$ cat config.mk
export PLATFORM = sky130hd
export DESIGN_NAME = lfu_cache_table_flat
export DESIGN_NICKNAME = d
export VERILOG_FILES = /design/src/rtl/core/lfu_pkg.sv /design/src/rtl/core/lfu_ifs.sv /design/src/rtl/core/lfu_mem.sv /design/src/rtl/core/lfu_cache_table.sv /design/src/flat_wrapper.sv
export SDC_FILE = /design/constraint.sdc
export NUM_CORES = 2
export LEC_CHECK = 0
export BUFFER_PORTS_ARGS = -buffer_cell sky130_fd_sc_hd__buf_2
export CAP_MARGIN = 5
export CELL_PAD_IN_SITES_DETAIL_PLACEMENT = 1
export CELL_PAD_IN_SITES_GLOBAL_PLACEMENT = 2
export CORE_UTILIZATION = 55
export DETAILED_ROUTE_END_ITERATION = 12
export GPL_TIMING_DRIVEN = 0
export PLACE_DENSITY_LB_ADDON = 0.3
export SLEW_MARGIN = 20
export SYNTH_ARGS = -nofsm -noshare
export SYNTH_HDL_FRONTEND = slang
export SYNTH_SLANG_ARGS = --single-unit
$ cat constraint.sdc
create_clock -name clk -period 19.3 [get_ports clk]
set_input_delay 1.93 -clock clk [delete_from_list [all_inputs] [get_ports clk]]
set_output_delay 1.93 -clock clk [all_outputs]
set_load 0.05 [all_outputs]
$ cat src/rtl/core/lfu_pkg.sv
// lfu_pkg: shared constants for the LFU cache table.
// No dependencies.
package lfu_pkg;
	localparam int unsigned CAP_W           = 5;
	localparam int unsigned KEY_W           = 32;
	localparam int unsigned DATA_W          = 32;
	localparam int unsigned CNT_W           = 32;
	localparam int unsigned DEF_MAX_ENTRIES = 16;

	localparam logic [CAP_W-1:0]  CAP_RESET  = 5'd16;
	localparam logic [DATA_W-1:0] MISS_VALUE = '1;
	localparam logic [DATA_W-1:0] PUT_VALUE  = '0;
	localparam logic [CNT_W-1:0]  CNT_FIRST  = 32'd1;
	localparam logic [CNT_W-1:0]  CNT_MAX    = '1;

	localparam logic KIND_GET = 1'b0;
	localparam logic KIND_PUT = 1'b1;
endpackage

$ cat src/rtl/core/lfu_ifs.sv
// lfu_ifs: valid/ready channels of the LFU cache table (request, response, config).
// Depends on lfu_pkg.
interface lfu_req_if;
	import lfu_pkg::*;
	logic              valid;
	logic              ready;
	logic              kind;
	logic [KEY_W-1:0]  key;
	logic [DATA_W-1:0] put_value;
	modport source (output valid, kind, key, put_value, input ready);
	modport sink   (input valid, kind, key, put_value, output ready);
endinterface

interface lfu_rsp_if;
	import lfu_pkg::*;
	logic              valid;
	logic              ready;
	logic              hit;
	logic [DATA_W-1:0] read_value;
	modport source (output valid, hit, read_value, input ready);
	modport sink   (input valid, hit, read_value, output ready);
endinterface

interface lfu_cfg_if;
	import lfu_pkg::*;
	logic             valid;
	logic             ready;
	logic [CAP_W-1:0] data;
	modport source (output valid, data, input ready);
	modport sink   (input valid, data, output ready);
endinterface

$ cat src/rtl/core/lfu_mem.sv
// lfu_mem: single-port-write, registered-read entry memory.
// No package dependencies.
module lfu_mem #(
	parameter int unsigned DEPTH = 16,
	parameter int unsigned AW    = 4,
	parameter int unsigned W     = 100
) (
	input  logic          clk,
	input  logic          we,
	input  logic [AW-1:0] waddr,
	input  logic [W-1:0]  wdata,
	input  logic [AW-1:0] raddr,
	output logic [W-1:0]  rdata
);
	logic [W-1:0] mem [DEPTH];

	always_ff @(posedge clk) begin
		if (we) begin
			mem[waddr] <= wdata;
		end
		rdata <= mem[raddr];
	end
endmodule

$ cat src/rtl/core/lfu_cache_table.sv
// LFU cache table: key/value cache, least-frequently-used replacement with
// least-recently-used tie break. Entries live in one memory read one per cycle.
// Each word takes one scan pass over all MAX_ENTRIES slots and a decision step;
// a word that changes the table adds a read-modify-write pass over all slots.
// A get miss or a put that changes nothing skips that pass. The response is
// posted from ST_DONE, and the next word is taken only after that, later while
// the response stalls. The memory's single read port sets the pace.
// Depends on lfu_pkg, lfu_ifs, lfu_mem.
module lfu_cache_table #(
	parameter int unsigned MAX_ENTRIES = lfu_pkg::DEF_MAX_ENTRIES
) (
	input  logic      clk,
	input  logic      arst_n,
	lfu_cfg_if.sink   cfg,
	lfu_req_if.sink   req,
	lfu_rsp_if.source rsp
);
	import lfu_pkg::*;

	localparam int unsigned IW = (MAX_ENTRIES > 1) ? $clog2(MAX_ENTRIES) : 1;
	localparam int unsigned FW = $clog2(MAX_ENTRIES + 1);
	localparam logic [IW-1:0] LAST = IW'(MAX_ENTRIES - 1);

	typedef struct packed {
		logic [KEY_W-1:0]  key;
		logic [DATA_W-1:0] value;
		logic [CNT_W-1:0]  count;
		logic [IW-1:0]     rank;
	} entry_t;

	localparam int unsigned W_ENT = $bits(entry_t);

	typedef enum logic [2:0] {ST_IDLE, ST_SCAN, ST_DECIDE, ST_UPD, ST_DONE} state_t;
	typedef enum logic [1:0] {MD_HIT, MD_EVICT, MD_INS} mode_t;

	state_t            state_q;
	mode_t             mode_q;
	logic [CAP_W-1:0]  cap_q;
	logic [MAX_ENTRIES-1:0] valid_q;
	logic              kind_q;
	logic [KEY_W-1:0]  key_q;
	logic [DATA_W-1:0] val_q;
	logic [IW-1:0]     addr_q;
	logic              issue_q;
	logic              rd_s1;
	logic [IW-1:0]     idx_s1;
	logic [FW-1:0]     fill_q;
	logic              found_q;
	logic [IW-1:0]     found_idx_q;
	logic [DATA_W-1:0] found_val_q;
	logic [IW-1:0]     found_rank_q;
	logic              vic_q;
	logic [IW-1:0]     vic_idx_q;
	logic [CNT_W-1:0]  vic_cnt_q;
	logic [IW-1:0]     vic_rank_q;
	logic              free_q;
	logic [IW-1:0]     free_idx_q;
	logic [IW-1:0]     tgt_q;
	logic [IW-1:0]     ref_rank_q;
	logic              out_valid_q;
	logic              out_hit_q;
	logic [DATA_W-1:0] out_val_q;
	logic              res_hit_q;
	logic [DATA_W-1:0] res_val_q;

	entry_t            rd_ent;
	entry_t            wr_ent;
	logic              we;
	logic [31:0]       cap_eff;
	logic [31:0]       fill_ext;
	logic [W_ENT-1:0]  rdata;

	assign rd_ent = entry_t'(rdata);

	lfu_mem #(.DEPTH(MAX_ENTRIES), .AW(IW), .W(W_ENT)) u_mem (
		.clk   (clk),
		.we    (we),
		.waddr (idx_s1),
		.wdata (wr_ent),
		.raddr (addr_q),
		.rdata (rdata)
	);

	assign cfg.ready = 1'b1;
	assign req.ready = (state_q == ST_IDLE);
	assign rsp.valid = out_valid_q;
	assign rsp.hit = out_hit_q;
	assign rsp.read_value = out_val_q;

	assign cap_eff = ({{(32-CAP_W){1'b0}}, cap_q} > 32'(MAX_ENTRIES)) ?
		32'(MAX_ENTRIES) : {{(32-CAP_W){1'b0}}, cap_q};
	assign fill_ext = 32'(fill_q);

	always_comb begin
		wr_ent = rd_ent;
		we = 1'b0;
		if (state_q == ST_UPD && rd_s1) begin
			if (idx_s1 == tgt_q) begin
				we = 1'b1;
				wr_ent.rank = '0;
				if (mode_q == MD_HIT) begin
					if (kind_q == KIND_PUT) begin
						wr_ent.value = val_q;
					end
					if (rd_ent.count != CNT_MAX) begin
						wr_ent.count = rd_ent.count + CNT_FIRST;
					end
				end else begin
					wr_ent.key = key_q;
					wr_ent.value = val_q;
					wr_ent.count = CNT_FIRST;
				end
			end else if (valid_q[idx_s1]) begin
				we = 1'b1;
				unique case (mode_q)
					MD_HIT: begin
						if (rd_ent.rank < ref_rank_q) begin
							wr_ent.rank = rd_ent.rank + 1'b1;
						end
					end
					MD_EVICT: begin
						if (rd_ent.rank < ref_rank_q) begin
							wr_ent.rank = rd_ent.rank + 1'b1;
						end
					end
					MD_INS: wr_ent.rank = rd_ent.rank + 1'b1;
					default: wr_ent.rank = rd_ent.rank;
				endcase
			end
		end
	end

	always_ff @(posedge clk or negedge arst_n) begin
		if (!arst_n) begin
			state_q <= ST_IDLE;
			mode_q <= MD_HIT;
			cap_q <= CAP_RESET;
			valid_q <= '0;
			issue_q <= 1'b0;
			rd_s1 <= 1'b0;
			out_valid_q <= 1'b0;
		end else begin
			if (cfg.valid) begin
				cap_q <= cfg.data;
			end
			if (rsp.ready && state_q != ST_DONE) begin
				out_valid_q <= 1'b0;
			end
			if (issue_q) begin
				rd_s1 <= 1'b1;
				idx_s1 <= addr_q;
				if (addr_q == LAST) begin
					issue_q <= 1'b0;
				end else begin
					addr_q <= addr_q + 1'b1;
				end
			end else begin
				rd_s1 <= 1'b0;
			end
			unique case (state_q)
				ST_IDLE: begin
					if (req.valid) begin
						kind_q <= req.kind;
						key_q <= req.key;
						val_q <= req.put_value;
						addr_q <= '0;
						issue_q <= 1'b1;
						fill_q <= '0;
						found_q <= 1'b0;
						vic_q <= 1'b0;
						free_q <= 1'b0;
						state_q <= ST_SCAN;
					end
				end
				ST_SCAN: begin
					if (rd_s1) begin
						if (valid_q[idx_s1]) begin
							fill_q <= fill_q + 1'b1;
							if (rd_ent.key == key_q) begin
								found_q <= 1'b1;
								found_idx_q <= idx_s1;
								found_val_q <= rd_ent.value;
								found_rank_q <= rd_ent.rank;
							end
							if (!vic_q || rd_ent.count < vic_cnt_q ||
							    (rd_ent.count == vic_cnt_q && rd_ent.rank > vic_rank_q)) begin
								vic_q <= 1'b1;
								vic_idx_q <= idx_s1;
								vic_cnt_q <= rd_ent.count;
								vic_rank_q <= rd_ent.rank;
							end
						end else if (!free_q) begin
							free_q <= 1'b1;
							free_idx_q <= idx_s1;
						end
						if (idx_s1 == LAST) begin
							state_q <= ST_DECIDE;
						end
					end
				end
				ST_DECIDE: begin
					res_hit_q <= found_q;
					if (found_q) begin
						res_val_q <= (kind_q == KIND_GET) ? found_val_q : PUT_VALUE;
						mode_q <= MD_HIT;
						tgt_q <= found_idx_q;
						ref_rank_q <= found_rank_q;
						addr_q <= '0;
						issue_q <= 1'b1;
						state_q <= ST_UPD;
					end else if (kind_q == KIND_GET) begin
						res_val_q <= MISS_VALUE;
						state_q <= ST_DONE;
					end else begin
						res_val_q <= PUT_VALUE;
						if (cap_eff != 32'd0 && fill_ext >= cap_eff && vic_q) begin
							mode_q <= MD_EVICT;
							tgt_q <= vic_idx_q;
							ref_rank_q <= vic_rank_q;
							addr_q <= '0;
							issue_q <= 1'b1;
							state_q <= ST_UPD;
						end else if (cap_eff != 32'd0 && free_q) begin
							mode_q <= MD_INS;
							tgt_q <= free_idx_q;
							valid_q[free_idx_q] <= 1'b1;
							addr_q <= '0;
							issue_q <= 1'b1;
							state_q <= ST_UPD;
						end else begin
							state_q <= ST_DONE;
						end
					end
				end
				ST_UPD: begin
					if (rd_s1 && idx_s1 == LAST) begin
						state_q <= ST_DONE;
					end
				end
				ST_DONE: begin
					if (!out_valid_q || rsp.ready) begin
						out_valid_q <= 1'b1;
						out_hit_q <= res_hit_q;
						out_val_q <= res_val_q;
						state_q <= ST_IDLE;
					end
				end
				default: state_q <= ST_IDLE;
			endcase
		end
	end
endmodule
$ cat src/flat_wrapper.sv
// flat-port wrapper written by rule: the top's interface ports become plain ports
module lfu_cache_table_flat import lfu_pkg::*;
#(
	parameter int unsigned MAX_ENTRIES = lfu_pkg::DEF_MAX_ENTRIES
)
  (clk, arst_n, cfg_valid, cfg_data, cfg_ready, req_valid, req_kind, req_key, req_put_value, req_ready, rsp_valid, rsp_hit, rsp_read_value, rsp_ready);
  lfu_cfg_if cfg_i ();
  lfu_req_if req_i ();
  lfu_rsp_if rsp_i ();
  input  logic clk;
  input  logic arst_n;
  input wire logic [$bits(cfg_i.valid)-1:0] cfg_valid;
  input wire logic [$bits(cfg_i.data)-1:0] cfg_data;
  output wire logic [$bits(cfg_i.ready)-1:0] cfg_ready;
  input wire logic [$bits(req_i.valid)-1:0] req_valid;
  input wire logic [$bits(req_i.kind)-1:0] req_kind;
  input wire logic [$bits(req_i.key)-1:0] req_key;
  input wire logic [$bits(req_i.put_value)-1:0] req_put_value;
  output wire logic [$bits(req_i.ready)-1:0] req_ready;
  output wire logic [$bits(rsp_i.valid)-1:0] rsp_valid;
  output wire logic [$bits(rsp_i.hit)-1:0] rsp_hit;
  output wire logic [$bits(rsp_i.read_value)-1:0] rsp_read_value;
  input wire logic [$bits(rsp_i.ready)-1:0] rsp_ready;
  assign cfg_i.valid = cfg_valid;
  assign cfg_i.data = cfg_data;
  assign cfg_ready = cfg_i.ready;
  assign req_i.valid = req_valid;
  assign req_i.kind = req_kind;
  assign req_i.key = req_key;
  assign req_i.put_value = req_put_value;
  assign req_ready = req_i.ready;
  assign rsp_valid = rsp_i.valid;
  assign rsp_hit = rsp_i.hit;
  assign rsp_read_value = rsp_i.read_value;
  assign rsp_i.ready = rsp_ready;
  lfu_cache_table #(.MAX_ENTRIES(MAX_ENTRIES)) u_core (.clk(clk), .arst_n(arst_n), .cfg(cfg_i), .req(req_i), .rsp(rsp_i));
endmodule
==> impl_metrics.toml <==
[die]
die_w_um = 370
io_pins = 111
start_util_pct = 55.6
fp.dieH_um = 370
row_count = 134
fp.dieArea_sq_um = 137000
core_area_sq_um = 134000

[global_routing]
grt_pass1_vias = 40000
antenna_found_initial = 7
grt_max_degree = 41
grt_use_total_pct = 30.7
grt_pass1_wl_um = 292000
gr-total-overflow = 0

[clock_tree]
htree_levels = 4
numCtsBuffers = 193
ctsResizeCount = 0
cts_buffer_depth = 3
cts.clk_slew.worst_paths_ns = 0.06
cts_tree = "built"
insertion_delay_ns = 0.83
clockRootBuffer = "clkbuf_16"
cts_sinks = 1968
cts_hold_buffers = 0
cts_setup_buffers = 0

[critical_path]
worst-path-max-fanout = 10
required_ns = 19.82
worst_setup_path_start_kind = "flop"
crit_top_cell = "buf_6"
critPathBufInv = 8
path_delay_family = "buffers and inverters"
crit_path_top_delay_cell = "nor3_2"
rr_worst_depth = 13
worstSetupPathDepth = 13
path_cells = "buf_6 > mux4_2 > mux4_2 > inv_2 > a211oi_1 > nand2b_1 > nor3_2 > buf_4 > buf_6 > buf_6 > buf_6 > buf_4 > buf_6"
cpPeakStageDelay_ns = 0.73
arrival_ns = 5.11
path_class = "reg -> reg"
end_kind = "flop"

[layout]
seq_area_sq_um = 58000
drive_above_1_share_pct = 32.4
n_fill_cell = 10400
final_area_sq_um = 87100
antenna_cells = 0
multi_input_area_sq_um = 15800
area_growth_pct = 16.9
layout.nets = 3891

[drt]
via_per_inst = 6.57
drt_iter0_drc = 5031
dr_wl_met3_um = 16900
drc = 0
first_pass_iters = 5
detail-route-antenna-nets = 0
routed-wl-met2_um = 104000
route.vias.total = 37500
wl_met1_um = 77800
routedWlPerCell_um = 36.1
routed_wl_um = 206000
dr.max_layer_used = "met5"

[worst_hold_path]
min_path_cells = 0
min_path_type = "reg -> reg"

[logic_synthesis]
synthFlopType = "edfxtp_1"
yosysWarnings = 0
ys_seq_area_share_pct = 77.8
synthArstFlopShare_pct = 1.47
syn_inst = 3281
ys_top_cells_by_area = "edfxtp_1, mux4_2, dfxtp_1"
synth_top_area_cell = "edfxtp_1"
syn_area_sq_um = 74500
ys_ff_latch = 1968
synth-edff-count = 1839
avgSynthCellArea_sq_um = 22.7
synth_fp_nets = 3404
ys_types = 64
synth_top_area_share_pct = 74.1

[sta]
slew_viol_final = 0
finalHoldViolCount = 0
finalSetupViolations = 0
skew_ns = 0.0354
tightest_slew_ns = 1.23
fmax_ghz = 0.218
min_period_ns = 4.59
slew_headroom_pct = 17.7
rsz0062_at_grt = "no"
setup_tns_ns = 0
fin_ws_ns = 14.71
hold_ws_ns = 0.419
finalCritPeriodShare_pct = 23.8

[place]
port_buffers = 109
place_area_sq_um = 80500
gp_congestion = 0.821
placement.setup.worst_slack_ns = 14.89
hpwl_um = 130000

[power_and_ir_drop]
p_per_area_nw_per_um2 = 148
vdd_drop_max_mv = 0.122
power_mw = 12.9
p_leak_nw = 28.5

[run]
max_cap_violations = 0

[outcome]
status = "finished, final reports clean"
## worst paths after layout
path,startpoint,endpoint,slack (ns)
max in group asynchronous,arst_n,u_core.rd_s1,17.49
worst min-delay path,u_core.res_val_q[0],u_core.rsp.read_value[0],0.42
worst max-delay path,u_core.idx_s1[0],u_core.u_mem.mem[0][54],14.71
min in group asynchronous,arst_n,u_core.cap_q[1],1.25
worst max register to register,u_core.idx_s1[0],u_core.u_mem.mem[0][54],14.71
worst min register to register,u_core.res_val_q[0],u_core.rsp.read_value[0],0.42
## registers in the layout (all words and copies together), names as in the netlist, 2 cells and up
| register | count |
|---|---|
| u_core.u_mem.mem | 1600 |
| u_core.u_mem.rdata | 100 |
| u_core.found_val_q | 32 |
| u_core.key_q | 32 |
| u_core.res_val_q | 32 |
| u_core.rsp.read_value | 32 |
| u_core.val_q | 32 |
| u_core.vic_cnt_q | 32 |
| u_core.valid_q | 16 |
| u_core.cap_q | 5 |
| u_core.fill_q | 5 |
| u_core.addr_q | 4 |
| u_core.found_idx_q | 4 |
| u_core.found_rank_q | 4 |
| u_core.free_idx_q | 4 |
| u_core.idx_s1 | 4 |
| u_core.ref_rank_q | 4 |
| u_core.tgt_q | 4 |
| u_core.vic_idx_q | 4 |
| u_core.vic_rank_q | 4 |
| u_core.state_q | 3 |
| u_core.mode_q | 2 |
## worst reg2reg max path: stages (launching register included)
cell and delay [ns]:
edfxtp_1 0.54, buf_6 0.24, mux4_2 0.36, mux4_2 0.41, inv_2 0.13, a211oi_1 0.34
nand2b_1 0.32, nor3_2 0.73, buf_4 0.33, buf_6 0.19, buf_6 0.16, buf_6 0.17
buf_4 0.20, buf_6 0.17
## per-layer routing
layer,global-route usage (%),up-vias
li1,-,14700
met3,5.48,388
met1,41.0,20100
met5,0,-
met2,51.2,2194
met4,10.8,2
## cell usage in the layout (no fill, tap or decap), drive strengths merged, types with 17 or more instances in the layout
cell type / instances
mux2: 71
nand4: 32
bufinv: 20
nor3: 23
dfxtp: 100
mux4: 505
a41o: 17
nor2: 67
a21oi: 58
nand2: 46
dfrtp: 28
xor2: 22
ha: 48
clkinv: 64
nand3: 37
clkbuf: 351
edfxtp: 1839
xnor2: 42
buf: 349
o21ai: 20
inv: 93
## area by class of cell
cell class              count  area share (%)
flip-flops and latches   1968            66.6
multi-input cells        1088            18.1
clock buffers             267            6.25
repair buffers            292            4.19
well taps                1768            2.54
clock inverters            97            1.22
plain buffers             141           0.749
inverters                  84           0.362
## report_power, final
part,internal (mW),switching (mW)
logic,1.34,1.98
clock network,2.24,1.62
registers,5.47,0.204
## cells by family after synthesis
kind of cell             share of synthesized area, %
buffers and inverters                            1.26
multiplexers                                     16.4
XOR/XNOR                                        0.762
flip-flops                                       77.8
other                                         0.00503
AO/OA/AOI/OAI                                    1.14
adder cells (fa/ha/maj)                         0.806
AND/OR/NAND/NOR                                  1.85
## metrics by stage
stage / instances / util [%]
4_1_cts: 5703 / 65.0
3_5_place_dp: 5339 / 60.1
6_report: 5705 / 65.0
3_3_place_gp: 5158 / 57.7
5_1_grt: 5705 / 65.0
2_1_floorplan: 3281 / -
## cells in the mapped netlist (4+ instances only)
| master | number |
|---|---|
| a31oi_1 | 4 |
| mux4_2 | 503 |
| a21oi_1 | 58 |
| xor2_1 | 22 |
| dfrtp_1 | 28 |
| nor3_1 | 22 |
| buf_1 | 4 |
| nand2_1 | 45 |
| a21o_1 | 7 |
| a222oi_1 | 4 |
| nand2b_1 | 8 |
| nand3_1 | 37 |
| a41o_1 | 17 |
| inv_1 | 83 |
| o21ai_0 | 17 |
| or4_1 | 6 |
| edfxtp_1 | 1839 |
| buf_6 | 4 |
| nor2b_1 | 9 |
| buf_2 | 47 |
| and2_1 | 9 |
| nor2_1 | 65 |
| o211ai_1 | 6 |
| nor4_1 | 8 |
| nand4_1 | 31 |
| a211oi_1 | 5 |
| mux2_2 | 69 |
| dfxtp_1 | 100 |
| ha_1 | 48 |
| xnor2_1 | 41 |
| clkbuf_1 | 83 |
| and3_1 | 7 |
(Power assumes the default switching activity.)
